### src/scf_pkg.sv
// Shared types and constants for the sum-checked frame receiver.
// No dependencies.
package scf_pkg;

    localparam int P_PAYLOAD_BOUND = 32;
    localparam int SLOT_CNT        = 4;
    localparam int SLOT_W          = 2;
    localparam int LEN_W           = 6;

    localparam logic [7:0] HDR_FIRST  = 8'hAA;
    localparam logic [7:0] HDR_SECOND = 8'hAF;
    localparam logic [7:0] ID_LIMIT   = 8'hF1;

    typedef enum logic [2:0] {
        PH_HUNT = 3'd0,
        PH_HDR2 = 3'd1,
        PH_ID   = 3'd2,
        PH_LEN  = 3'd3,
        PH_DATA = 3'd4,
        PH_SUM  = 3'd5
    } t_phase;

    typedef enum logic {
        BK_IDLE   = 1'b0,
        BK_ACTIVE = 1'b1
    } t_back_state;

    typedef struct packed {
        logic [7:0]       msg_id;
        logic [LEN_W-1:0] length;
    } t_desc;

endpackage

### src/scf_front.sv
// Byte parser: header/id/length/payload/checksum state machine.
// Writes payload into the back end's buffer and queues a frame descriptor.
// Depends on scf_pkg.
module scf_front import scf_pkg::*; #(
    parameter int PAYLOAD_BOUND = P_PAYLOAD_BOUND,
    localparam int IDX_W = $clog2(PAYLOAD_BOUND)
) (
    input  logic                    i_clk,
    input  logic                    i_rst_n,
    input  logic                    i_valid,
    output logic                    o_ready,
    input  logic [7:0]              i_rx_byte,
    output t_desc                   o_desc,
    output logic                    o_push,
    input  logic                    i_frame_done,
    output logic                    o_wr_en,
    output logic [SLOT_W+IDX_W-1:0] o_wr_addr,
    output logic [7:0]              o_wr_data
);

    t_phase              r_phase, n_phase;
    logic [7:0]          r_sum;
    logic [IDX_W-1:0]    r_count;
    logic [7:0]          r_id;
    logic [LEN_W-1:0]    r_len;
    logic [SLOT_W-1:0]   r_wr_slot;
    logic [SLOT_W:0]     r_inflight;

    logic                accept;
    logic [LEN_W-1:0]    count_inc;
    logic                len_ok;

    assign o_ready   = (r_inflight != (SLOT_W+1)'(SLOT_CNT));
    assign accept    = i_valid && o_ready;
    assign count_inc = LEN_W'(r_count) + LEN_W'(1);
    assign len_ok    = (i_rx_byte < 8'(PAYLOAD_BOUND));

    always_comb begin
        n_phase = r_phase;
        if (accept) begin
            unique case (r_phase)
                PH_HUNT: n_phase = (i_rx_byte == HDR_FIRST)  ? PH_HDR2 : PH_HUNT;
                PH_HDR2: n_phase = (i_rx_byte == HDR_SECOND) ? PH_ID   : PH_HUNT;
                PH_ID:   n_phase = (i_rx_byte < ID_LIMIT)    ? PH_LEN  : PH_HUNT;
                PH_LEN:  n_phase = len_ok ? PH_DATA : PH_HUNT;
                PH_DATA: begin
                    if (r_len == '0)
                        n_phase = PH_HUNT;
                    else if (count_inc == r_len)
                        n_phase = PH_SUM;
                    else
                        n_phase = PH_DATA;
                end
                PH_SUM:  n_phase = PH_HUNT;
                default: n_phase = PH_HUNT;
            endcase
        end
    end

    always_comb begin
        o_wr_en   = accept && (r_phase == PH_DATA) && (r_len != '0);
        o_push    = accept && (r_phase == PH_SUM) && (r_sum == i_rx_byte);
        o_wr_addr = {r_wr_slot, r_count};
        o_wr_data = i_rx_byte;
        o_desc.msg_id = r_id;
        o_desc.length = r_len;
    end

    always_ff @(posedge i_clk) begin
        if (!i_rst_n) begin
            r_phase    <= PH_HUNT;
            r_sum      <= '0;
            r_count    <= '0;
            r_id       <= '0;
            r_len      <= '0;
            r_wr_slot  <= '0;
            r_inflight <= '0;
        end else begin
            r_phase <= n_phase;
            if (accept) begin
                r_sum <= (r_phase == PH_HUNT) ? i_rx_byte : r_sum + i_rx_byte;
                if (r_phase == PH_ID)
                    r_id <= i_rx_byte;
                if (r_phase == PH_LEN) begin
                    r_len   <= i_rx_byte[LEN_W-1:0];
                    r_count <= '0;
                end
                if (o_wr_en)
                    r_count <= r_count + IDX_W'(1);
            end
            if (o_push)
                r_wr_slot <= r_wr_slot + SLOT_W'(1);
            if (o_push && !i_frame_done)
                r_inflight <= r_inflight + (SLOT_W+1)'(1);
            else if (!o_push && i_frame_done)
                r_inflight <= r_inflight - (SLOT_W+1)'(1);
        end
    end

endmodule

### src/scf_fifo.sv
// Small descriptor queue between parser and emitter.
// Depends on scf_pkg.
module scf_fifo import scf_pkg::*; (
    input  logic  i_clk,
    input  logic  i_rst_n,
    input  logic  i_push,
    input  t_desc i_data,
    input  logic  i_pop,
    output t_desc o_data,
    output logic  o_empty,
    output logic  o_full
);

    t_desc             r_mem [SLOT_CNT];
    logic [SLOT_W-1:0] r_wr_ptr;
    logic [SLOT_W-1:0] r_rd_ptr;
    logic [SLOT_W:0]   r_count;

    assign o_data  = r_mem[r_rd_ptr];
    assign o_empty = (r_count == '0);
    assign o_full  = (r_count == (SLOT_W+1)'(SLOT_CNT));

    always_ff @(posedge i_clk) begin
        if (i_push)
            r_mem[r_wr_ptr] <= i_data;
    end

    always_ff @(posedge i_clk) begin
        if (!i_rst_n) begin
            r_wr_ptr <= '0;
            r_rd_ptr <= '0;
            r_count  <= '0;
        end else begin
            if (i_push)
                r_wr_ptr <= r_wr_ptr + SLOT_W'(1);
            if (i_pop)
                r_rd_ptr <= r_rd_ptr + SLOT_W'(1);
            if (i_push && !i_pop)
                r_count <= r_count + (SLOT_W+1)'(1);
            else if (!i_push && i_pop)
                r_count <= r_count - (SLOT_W+1)'(1);
        end
    end

endmodule

### src/scf_back.sv
// Payload buffer and emitter: reads a stored frame slot and sends one
// transaction per payload byte through a registered output stage.
// Depends on scf_pkg.
module scf_back import scf_pkg::*; #(
    parameter int PAYLOAD_BOUND = P_PAYLOAD_BOUND,
    localparam int IDX_W = $clog2(PAYLOAD_BOUND),
    localparam int DEPTH = SLOT_CNT * (2 ** IDX_W)
) (
    input  logic                    i_clk,
    input  logic                    i_rst_n,
    input  logic                    i_wr_en,
    input  logic [SLOT_W+IDX_W-1:0] i_wr_addr,
    input  logic [7:0]              i_wr_data,
    input  t_desc                   i_desc,
    input  logic                    i_empty,
    output logic                    o_pop,
    output logic                    o_frame_done,
    output logic                    o_valid,
    input  logic                    i_ready,
    output logic [7:0]              o_msg_id,
    output logic [4:0]              o_frame_length,
    output logic [4:0]              o_byte_index,
    output logic [7:0]              o_payload_byte,
    output logic                    o_last
);

    logic [7:0]        r_mem [DEPTH];

    t_back_state       r_state, n_state;
    t_desc             r_cur;
    logic [IDX_W-1:0]  r_idx;
    logic [SLOT_W-1:0] r_rd_slot;

    logic              r_s1_valid;
    logic [IDX_W-1:0]  r_s1_idx;
    logic              r_s1_last;
    t_desc             r_s1_desc;
    logic [7:0]        r_rd_data;

    logic              r_out_valid;
    logic [7:0]        r_out_id;
    logic [4:0]        r_out_len;
    logic [4:0]        r_out_idx;
    logic [7:0]        r_out_data;
    logic              r_out_last;

    logic              out_free;
    logic              s1_free;
    logic              issue;
    logic              last_issue;

    assign out_free   = !r_out_valid || i_ready;
    assign s1_free    = !r_s1_valid || out_free;
    assign last_issue = issue && ((LEN_W'(r_idx) + LEN_W'(1)) == r_cur.length);

    always_comb begin
        n_state = r_state;
        unique case (r_state)
            BK_IDLE:   if (!i_empty) n_state = BK_ACTIVE;
            BK_ACTIVE: if (last_issue) n_state = BK_IDLE;
            default:   n_state = BK_IDLE;
        endcase
    end

    always_comb begin
        o_pop        = (r_state == BK_IDLE) && !i_empty;
        issue        = (r_state == BK_ACTIVE) && s1_free;
        o_frame_done = last_issue;
    end

    always_ff @(posedge i_clk) begin
        if (i_wr_en)
            r_mem[i_wr_addr] <= i_wr_data;
        if (issue)
            r_rd_data <= r_mem[{r_rd_slot, r_idx}];
    end

    always_ff @(posedge i_clk) begin
        if (o_pop) begin
            r_cur <= i_desc;
        end
        if (issue) begin
            r_s1_idx  <= r_idx;
            r_s1_last <= last_issue;
            r_s1_desc <= r_cur;
        end
        if (r_s1_valid && out_free) begin
            r_out_id   <= r_s1_desc.msg_id;
            r_out_len  <= 5'(r_s1_desc.length);
            r_out_idx  <= 5'(r_s1_idx);
            r_out_data <= r_rd_data;
            r_out_last <= r_s1_last;
        end
    end

    always_ff @(posedge i_clk) begin
        if (!i_rst_n) begin
            r_state     <= BK_IDLE;
            r_idx       <= '0;
            r_rd_slot   <= '0;
            r_s1_valid  <= 1'b0;
            r_out_valid <= 1'b0;
        end else begin
            r_state <= n_state;
            if (o_pop)
                r_idx <= '0;
            else if (issue)
                r_idx <= r_idx + IDX_W'(1);
            if (last_issue)
                r_rd_slot <= r_rd_slot + SLOT_W'(1);
            if (s1_free)
                r_s1_valid <= issue;
            if (out_free)
                r_out_valid <= r_s1_valid;
        end
    end

    assign o_valid        = r_out_valid;
    assign o_msg_id       = r_out_id;
    assign o_frame_length = r_out_len;
    assign o_byte_index   = r_out_idx;
    assign o_payload_byte = r_out_data;
    assign o_last         = r_out_last;

endmodule

### src/sum_checked_frame_receiver.sv
// Sum-checked frame receiver: takes one byte per cycle while o_ready is high; a frame
// whose checksum matches is emitted one payload byte per transaction through the queue,
// read stage and registered output, one per cycle while the output is taken.
// Four frame slots buffer finished frames; input ready drops while all four wait.
// Synchronous active-low reset clears parser, queue and emitter control state;
// the payload buffer is not cleared. Depends on scf_pkg, scf_front, scf_fifo, scf_back.
module sum_checked_frame_receiver import scf_pkg::*; #(
    parameter int PAYLOAD_BOUND = P_PAYLOAD_BOUND
) (
    input  logic       i_clk,
    input  logic       i_rst_n,
    input  logic       i_valid,
    output logic       o_ready,
    input  logic [7:0] i_rx_byte,
    output logic       o_valid,
    input  logic       i_ready,
    output logic [7:0] o_msg_id,
    output logic [4:0] o_frame_length,
    output logic [4:0] o_byte_index,
    output logic [7:0] o_payload_byte,
    output logic       o_last
);

    localparam int IDX_W = $clog2(PAYLOAD_BOUND);

    t_desc                   push_desc;
    t_desc                   pop_desc;
    logic                    push;
    logic                    pop;
    logic                    fifo_empty;
    logic                    fifo_full;
    logic                    frame_done;
    logic                    wr_en;
    logic [SLOT_W+IDX_W-1:0] wr_addr;
    logic [7:0]              wr_data;

    scf_front #(.PAYLOAD_BOUND(PAYLOAD_BOUND)) u_front (
        .i_clk        (i_clk),
        .i_rst_n      (i_rst_n),
        .i_valid      (i_valid),
        .o_ready      (o_ready),
        .i_rx_byte    (i_rx_byte),
        .o_desc       (push_desc),
        .o_push       (push),
        .i_frame_done (frame_done),
        .o_wr_en      (wr_en),
        .o_wr_addr    (wr_addr),
        .o_wr_data    (wr_data)
    );

    scf_fifo u_fifo (
        .i_clk   (i_clk),
        .i_rst_n (i_rst_n),
        .i_push  (push),
        .i_data  (push_desc),
        .i_pop   (pop),
        .o_data  (pop_desc),
        .o_empty (fifo_empty),
        .o_full  (fifo_full)
    );

    scf_back #(.PAYLOAD_BOUND(PAYLOAD_BOUND)) u_back (
        .i_clk          (i_clk),
        .i_rst_n        (i_rst_n),
        .i_wr_en        (wr_en),
        .i_wr_addr      (wr_addr),
        .i_wr_data      (wr_data),
        .i_desc         (pop_desc),
        .i_empty        (fifo_empty),
        .o_pop          (pop),
        .o_frame_done   (frame_done),
        .o_valid        (o_valid),
        .i_ready        (i_ready),
        .o_msg_id       (o_msg_id),
        .o_frame_length (o_frame_length),
        .o_byte_index   (o_byte_index),
        .o_payload_byte (o_payload_byte),
        .o_last         (o_last)
    );

    a_no_overflow: assert property (@(posedge i_clk) disable iff (!i_rst_n)
        push |-> !fifo_full)
        else $error("descriptor queue overflow");

    a_no_underflow: assert property (@(posedge i_clk) disable iff (!i_rst_n)
        pop |-> !fifo_empty)
        else $error("descriptor queue underflow");

    a_last_index: assert property (@(posedge i_clk) disable iff (!i_rst_n)
        (o_valid && o_last) |-> (o_byte_index == o_frame_length - 5'd1))
        else $error("last mark on wrong byte index");

endmodule
### config.mk
export PLATFORM = sky130hd
export DESIGN_NAME = sum_checked_frame_receiver
export DESIGN_NICKNAME = d
export VERILOG_FILES = /design/src/scf_pkg.sv /design/src/scf_front.sv /design/src/scf_fifo.sv /design/src/scf_back.sv /design/src/sum_checked_frame_receiver.sv
export SDC_FILE = /design/constraint.sdc
export NUM_CORES = 1
export LEC_CHECK = 0
export ABC_AREA = 1
export BUFFER_PORTS_ARGS = -buffer_cell sky130_fd_sc_hd__buf_2
export CAP_MARGIN = 10
export CORE_AREA = 2 2 362 364
export DETAILED_ROUTE_END_ITERATION = 16
export DIE_AREA = 0 0 364 366
export SYNTH_ARGS = -nofsm -noshare
export SYNTH_HDL_FRONTEND = slang
export SYNTH_SLANG_ARGS = --single-unit
### constraint.sdc
create_clock -name i_clk -period 2.8 [get_ports i_clk]
set_input_delay 0.42 -clock i_clk [delete_from_list [all_inputs] [get_ports i_clk]]
set_output_delay 0.42 -clock i_clk [all_outputs]
set_load 0.01 [all_outputs]
==> impl_metrics.yaml, run 1 <==
detailed_routing:
  drt_first_pass_iters: 5
  vias: 34011
  wl_um: 132400
  drc_errors: 0
  drtIter0Drc: 3408
  wl_per_cell_um: 19.31
  detail-route-antenna-nets: 0
  via_per_inst: 4.960
logic_synthesis:
  synth-compound-area-share_pct: 3.515
  synth-edff-count: 1148
  yosys.area_share.simple_pct: 20.03
  syn_area_per_cell_um2: 10.63
  synth_nets: 4883
  synth_flop_cell: "edfxtp_1"
  ys_warn_count: 0
  synthCells: 4849
  synth_cell_types: 40
  async_flop_share_pct: 0
  synth-xor-area-share_pct: 0.1529
  synth_area_mm2: 0.05154
  synth_seq_cells: 1200
  synthMuxAreaShare_pct: 0
  seq_area_frac_synth_pct: 68.90
  synthAdderAreaFrac_pct: 0.5777
  synth_top_family_by_area: "simple AND/OR/NAND/NOR gates"
timing:
  worst_slew_pin_slew_ps: 1118
  setup_ws_ps: 174.5
  setup_viol: 0
  period_share_pct: 93.77
  clock.fmax_mhz: 380.9
  fin_skew_ps: 55.54
  fin_setup_tns_ps: 0
  drv_slew: 0
  hold_viol_final: 0
  rsz0062_at_grt: "no"
  max_slew_margin_pct: 25.49
  final.min_clock_period_ps: 2626
place:
  dp.final_hpwl_um: 76300
  io_buffers: 40
  dp.cells: 6630
  gp_congestion: 0.8246
  pre_cts_ws_ps: -14.41
worst_hold_path:
  holdPathEnd: "u_back.r_mem[70][3]$_DFFE_PP_"
  holdPathStages: 2
  worstHoldStart: "i_rx_byte[3]"
  min_path_type: "input pin to register"
status:
  status: "completed"
clocking:
  cts_tree: "done"
  cts.path.max_buffers: 3
  root_buffer: "clkbuf_16"
  cts.sinks: 1200
  cts_max_level: 3
  insertion_delay_ps: 720
  cts.clk_slew.worst_paths_ps: 60
  cts_buffers: 121
power_and_ir_drop:
  power.density_mw_per_mm2: 831.0
  leakage_nw: 23.25
  ir_worst_vdd_mv: 0.5776
  finalPower_mw: 48.88
final_layout:
  final_cell_mix: "1,556 x nand2_1, 1,148 x edfxtp_1, 535 x inv_1"
  syn2layout_area_growth_pct: 14.11
  final_common_cell: "nand2_1"
  fin_nets: 5046
  final_cells: 6857
  utilization_pct: 45.60
  layout-drive-gt1-share_pct: 10.34
worst_setup_path:
  reg2reg_slack_ps: 170
  critical_path.slowest_cell: "fa_1"
  reg2reg_to: "u_front.r_inflight[2]$_SDFFE_PN0P_"
  critical_path_class: "register to register"
  path_cells: "ha_1 -> inv_1 -> nand2_1 -> nor4_1 -> nand3_1 -> inv_1 -> ha_1 -> inv_1 -> fa_1 -> nor2_1 -> nor2_1 -> nand2_1 -> o21ai_0 -> a21oi_1"
  arrival_ps: 3270
  crit_path_start_kind: "register"
  reg2regPathDepth: 14
  crit_path_end_kind: "register"
  max_stage_delay_ps: 390
  required_ps: 3440
  crit_path_max_fanout: 3
  critPathMostFrequentCell: "inv_1"
  timing.rr.start: "u_front.r_sum[6]$_SDFFE_PN0N_"
die:
  coreArea_mm2: 0.1290
  dieArea_mm2: 0.1332
  io_pins: 41
  num_rows: 132
  start_util_pct: 39.96
  fp.dieH_um: 366
  die-width_um: 364
run:
  max_cap_viol_count: 0
global_route:
  grt_max_degree: 145
  grt_pass1_wl_um: 200100
  grt_usage_pct: 19.81
  antenna_found_initial: 2
  grt_overflow: 0
  grt_pass1_vias: 33143
critical path: cells and delay by family, from the launching register on:
kind / cells / cell delay (ps)
buffers and inverters: 3 / 330
AOI/OAI and AO/OA: 2 / 220
adders and majority gates: 3 / 830
DFF: 1 / 310
and+or+nand+nor: 6 / 850
flip-flops by register name, indices dropped and copies added (netlist names), 3 cells and up:
signal and cells:
u_back.o_byte_index 5, u_back.o_frame_length 5, u_back.o_msg_id 8, u_back.o_payload_byte 8, u_back.r_cur 14, u_back.r_idx 5, u_back.r_mem 1024, u_back.r_rd_data 8
u_back.r_s1_desc 13, u_back.r_s1_idx 5, u_fifo.r_count 3, u_fifo.r_mem 56, u_front.r_count 5, u_front.r_id 8, u_front.r_inflight 3, u_front.r_len 6
u_front.r_phase 3, u_front.r_sum 8
worst max path at each step:
stage,startpoint,to,slack [ps],depth (start not counted)
floorplan,i_rx_byte[2],u_fifo.r_count[2]$_SDFFE_PN0P_,260,15
global placement,i_rx_byte[2],u_front.r_inflight[2]$_SDFFE_PN0P_,-170,15
detailed placement,i_rx_byte[2],u_fifo.r_count[2]$_SDFFE_PN0P_,-10,15
CTS,u_back.r_idx[0]$_SDFFE_PP0P_,u_back.r_rd_data[4]$_DFFE_PP_,220,11
global route,u_back.r_idx[0]$_SDFFE_PP0P_,u_back.r_rd_data[2]$_DFFE_PP_,0.8,11
finish,u_front.r_sum[6]$_SDFFE_PN0N_,u_front.r_inflight[2]$_SDFFE_PN0P_,170,14
through the flow:
step | cell area (um^2) | hold WS (ps)
2_1_floorplan | 51540 | 400.3
3_3_place_gp | 54900 | 405.3
3_5_place_dp | 54900 | 405.6
4_1_cts | 58820 | 135.8
5_1_grt | 58820 | 137.2
6_report | 58820 | 163.7
synth_stat cells, types with 2 or more instances:
cell	number	area share (%)
inv_1	536	3.9
edfxtp_1	1148	67
o21ai_1	54	0.52
xnor2_1	2	0.034
buf_6	41	0.90
or2_2	48	0.58
ha_1	19	0.46
a211oi_1	2	0.029
clkinv_1	6	0.044
buf_2	89	0.86
nor4_1	3	0.036
or2_1	34	0.41
o21ai_0	112	1.1
and3_1	2	0.024
o22ai_1	14	0.17
a31oi_1	2	0.024
fa_1	3	0.12
xor2_1	7	0.12
o211ai_1	64	0.93
a21oi_1	67	0.65
nand2_1	1556	11
nor2_4	2	0.044
dfxtp_1	52	2.0
buf_1	22	0.16
clkbuf_1	72	0.52
nand3_2	6	0.12
nor2_1	326	2.4
nand3_1	477	4.6
nand4_1	7	0.085
nor3_1	38	0.37
nand2_2	2	0.024
inv_2	3	0.022
buf_4	26	0.38
logic make-up after synthesis:
| group | after synthesis |
|---|---|
| XOR/XNOR | 9 |
| adder cells (fa/ha/maj) | 22 |
| flip-flops | 1200 |
| AND/OR/NAND/NOR | 2501 |
| buffers and inverters | 796 |
| AO/OA/AOI/OAI | 321 |
layout make-up:
type	count	area, um^2
Inverter	545	2063
Antenna cell	1	2.502
Tap cell	1742	2180
Fill cell	11819	70170
Clock inverter	76	733.2
Timing Repair Buffer	291	2613
Clock buffer	149	3176
Multi-Input combinational cell	2853	12520
Sequential cell	1200	35530
power by group:
part           total [mW]  leakage [nW]  internal (mW)  switching (mW)
clock network        16.1          1.90           9.22            6.84
registers            20.6          10.7           20.3           0.305
logic                12.3          10.6           3.70            8.56
total                48.9          23.2           33.2            15.7
repair_timing:
item	4_1_cts	5_1_grt
hold buffers	1	0
hold endpoints to repair	1	0
buffers inserted	0	0
gates resized for setup	0	0
metal layers:
layer | GRT usage (%) | vias to the layer above | share of wire (%)
met1 | 26.75 | 16311 | 42
met5 | 0 | - | 0.012
li1 | - | 16382 | -
met2 | 32.47 | 1100 | 48
met3 | 3.088 | 216 | 7.1
met4 | 6.838 | 2 | 3.3
No activity file was read; power rests on OpenSTA's default activity.
==> inputs of run 2 (changes only) <==
--- a/config.mk
+++ b/config.mk
@@ -12,4 +12,5 @@
 export DETAILED_ROUTE_END_ITERATION = 16
 export DIE_AREA = 0 0 364 366
+export RECOVER_POWER = 25
 export SYNTH_ARGS = -nofsm -noshare
 export SYNTH_HDL_FRONTEND = slang
==> constraint.sdc (replaced) <==
create_clock -name i_clk -period 2.8 [get_ports i_clk]
set_input_delay 0.42 -clock i_clk [delete_from_list [all_inputs] [get_ports i_clk]]
set_output_delay 0.42 -clock i_clk [all_outputs]
set_load 0.02 [all_outputs]
==> impl_metrics.yaml, run 2 (same netlist as run 1, synthesis figures left out) <==
die:
  num_rows: 132
  start_util_pct: 39.96
  io_pins: 41
  fp.dieH_um: 366
  coreArea_mm2: 0.1290
  dieArea_mm2: 0.1332
  die-width_um: 364
worst_setup_path:
  timing.rr.start: "u_front.r_phase[2]$_SDFFE_PN0N_"
  arrival_ps: 3000
  crit_path_max_fanout: 9
  critical_path_class: "register to register"
  required_ps: 3180
  reg2regPathDepth: 10
  crit_end: "u_back.r_mem[61][3]$_DFFE_PP_"
  critPathLaunch: "u_front.r_phase[2]$_SDFFE_PN0N_"
  crit_path_start_kind: "register"
  crit_path_end_kind: "register"
  reg2reg_to: "u_back.r_mem[61][3]$_DFFE_PP_"
  reg2reg_slack_ps: 180
detailed_routing:
  vias: 33983
  drt_first_pass_iters: 5
  drtIter0Drc: 3361
  wl_per_cell_um: 19.32
  drc_errors: 0
  detail-route-antenna-nets: 0
  via_per_inst: 4.956
  wl_um: 132500
final_layout:
  syn2layout_area_growth_pct: 13.93
  final_cell_area_mm2: 0.05872
  layout-drive-gt1-share_pct: 10.09
  utilization_pct: 45.52
  max_flop_register: "u_back.r_mem"
  largest_reg_flops: 1024
  final_common_cell: "nand2_1"
  largestRegisters: "u_back.r_mem: 1024 flops, u_fifo.r_mem: 56 flops, u_back.r_cur: 14 flops"
  final_cell_mix: "1,556 x nand2_1, 1,148 x edfxtp_1, 535 x inv_1"
  fin_nets: 5046
place:
  dp.final_hpwl_um: 76300
  gp_congestion: 0.8246
  placed_area_mm2: 0.05490
  io_buffers: 40
status:
  status: "complete, but fails checks"
  violations: "capacitance limit, slew limit"
global_route:
  grt_pass1_vias: 33143
  grt_overflow: 0
  grt_pass1_wl_um: 200100
  antenna_found_initial: 3
  grt_usage_pct: 19.81
  grt_max_degree: 145
clocking:
  cts_buffers: 121
  cts.sinks: 1200
  cts_setup_buffers: 0
  post_cts_resized: 0
  insertion_delay_ps: 720
  cts.path.max_buffers: 3
  cts_tree: "done"
  root_buffer: "clkbuf_16"
  cts_max_level: 3
  ctsHoldBuffers: 1
  cts.clk_slew.worst_paths_ps: 60
timing:
  rsz0062_at_grt: "no"
  clock.fmax_mhz: 381.9
  hold_viol_final: 0
  fin_skew_ps: 56.43
  fin_setup_tns_ps: 0
  setup_viol: 0
  worst_slew_pin_slew_ps: 2179
  final.min_clock_period_ps: 2618
  max_slew_margin_pct: -45.24
  period_share_pct: 93.51
  drv_slew: 347
power_and_ir_drop:
  ir_worst_vdd_mv: 0.5670
  power.density_mw_per_mm2: 833.4
  leakage_nw: 23.18
run:
  max_cap_viol_count: 5
worst_hold_path:
  min_path_type: "input pin to register"
run 2: changes by cell type in the layout (fill, tap and decap cells not counted), sizes merged:
cell    before  now
clkbuf     149  166
buf        290  273
run 2: metrics by stage:
stage                     power [mW]  cells  setup WS [ps]  hold slack [ps]
final                          48.94   6857          181.7            218.2
after global routing           51.16   6856         0.7645            248.0
after CTS                      49.25   6856          220.5            135.8
after detailed placement       33.23   6630         -14.41            405.6
after global placement         33.15   6630         -171.9            405.3
after floorplan                29.00   4849          264.7            400.3
run 2: area by class of cell:
cell class	count	area [um^2]
fill	11838	70270
sequential	1200	35530
multi-input combinational	2853	12520
clock buffer	149	3176
timing repair buffer	291	2516
tap	1742	2180
inverter	545	2063
clock inverter	76	733.2
antenna	1	2.502
run 2: how the worst min path moves through the flow:
stage | from | slack (ps) | to | cells after the start
after global placement | u_back.r_s1_desc[4]$_DFFE_PP_ | 410 | u_back.o_frame_length[4]$_DFFE_PP_ | 0
final | i_valid | 220 | u_front.r_phase[2]$_SDFFE_PN0N_ | 5
after detailed placement | u_back.r_s1_last$_DFFE_PP_ | 410 | u_back.o_last$_DFFE_PP_ | 0
after global routing | i_valid | 250 | u_front.r_phase[0]$_SDFFE_PN0N_ | 5
after CTS | i_rx_byte[3] | 140 | u_back.r_mem[15][3]$_DFFE_PP_ | 2
after floorplan | u_back.r_s1_idx[0]$_DFFE_PP_ | 400 | u_back.o_byte_index[0]$_DFFE_PP_ | 0
run 2: where the power goes:
part,switching [mW],internal [mW]
Clock,6.85,9.22
Combinational,8.61,3.68
Sequential,0.311,20.3
run 2: routing by layer:
layer / global-route usage (%) / vias to the layer above / wire (um)
met5: 0 / - / 16
met4: 6.838 / 2 / 4338
met3: 3.088 / 219 / 8976
met2: 32.47 / 1082 / 62910
met1: 26.75 / 16300 / 56250
li1: - / 16380 / -
run 2: critical path, cell delays in order (launching register included):
cell     delay [ps]
dfxtp_1         450
inv_1           110
nor3_1          170
nand2_1          80
inv_1           110
nand2_2         130
nor2_4          150
nand3_2         440
buf_12          360
nor2_1          100
buf_4           190
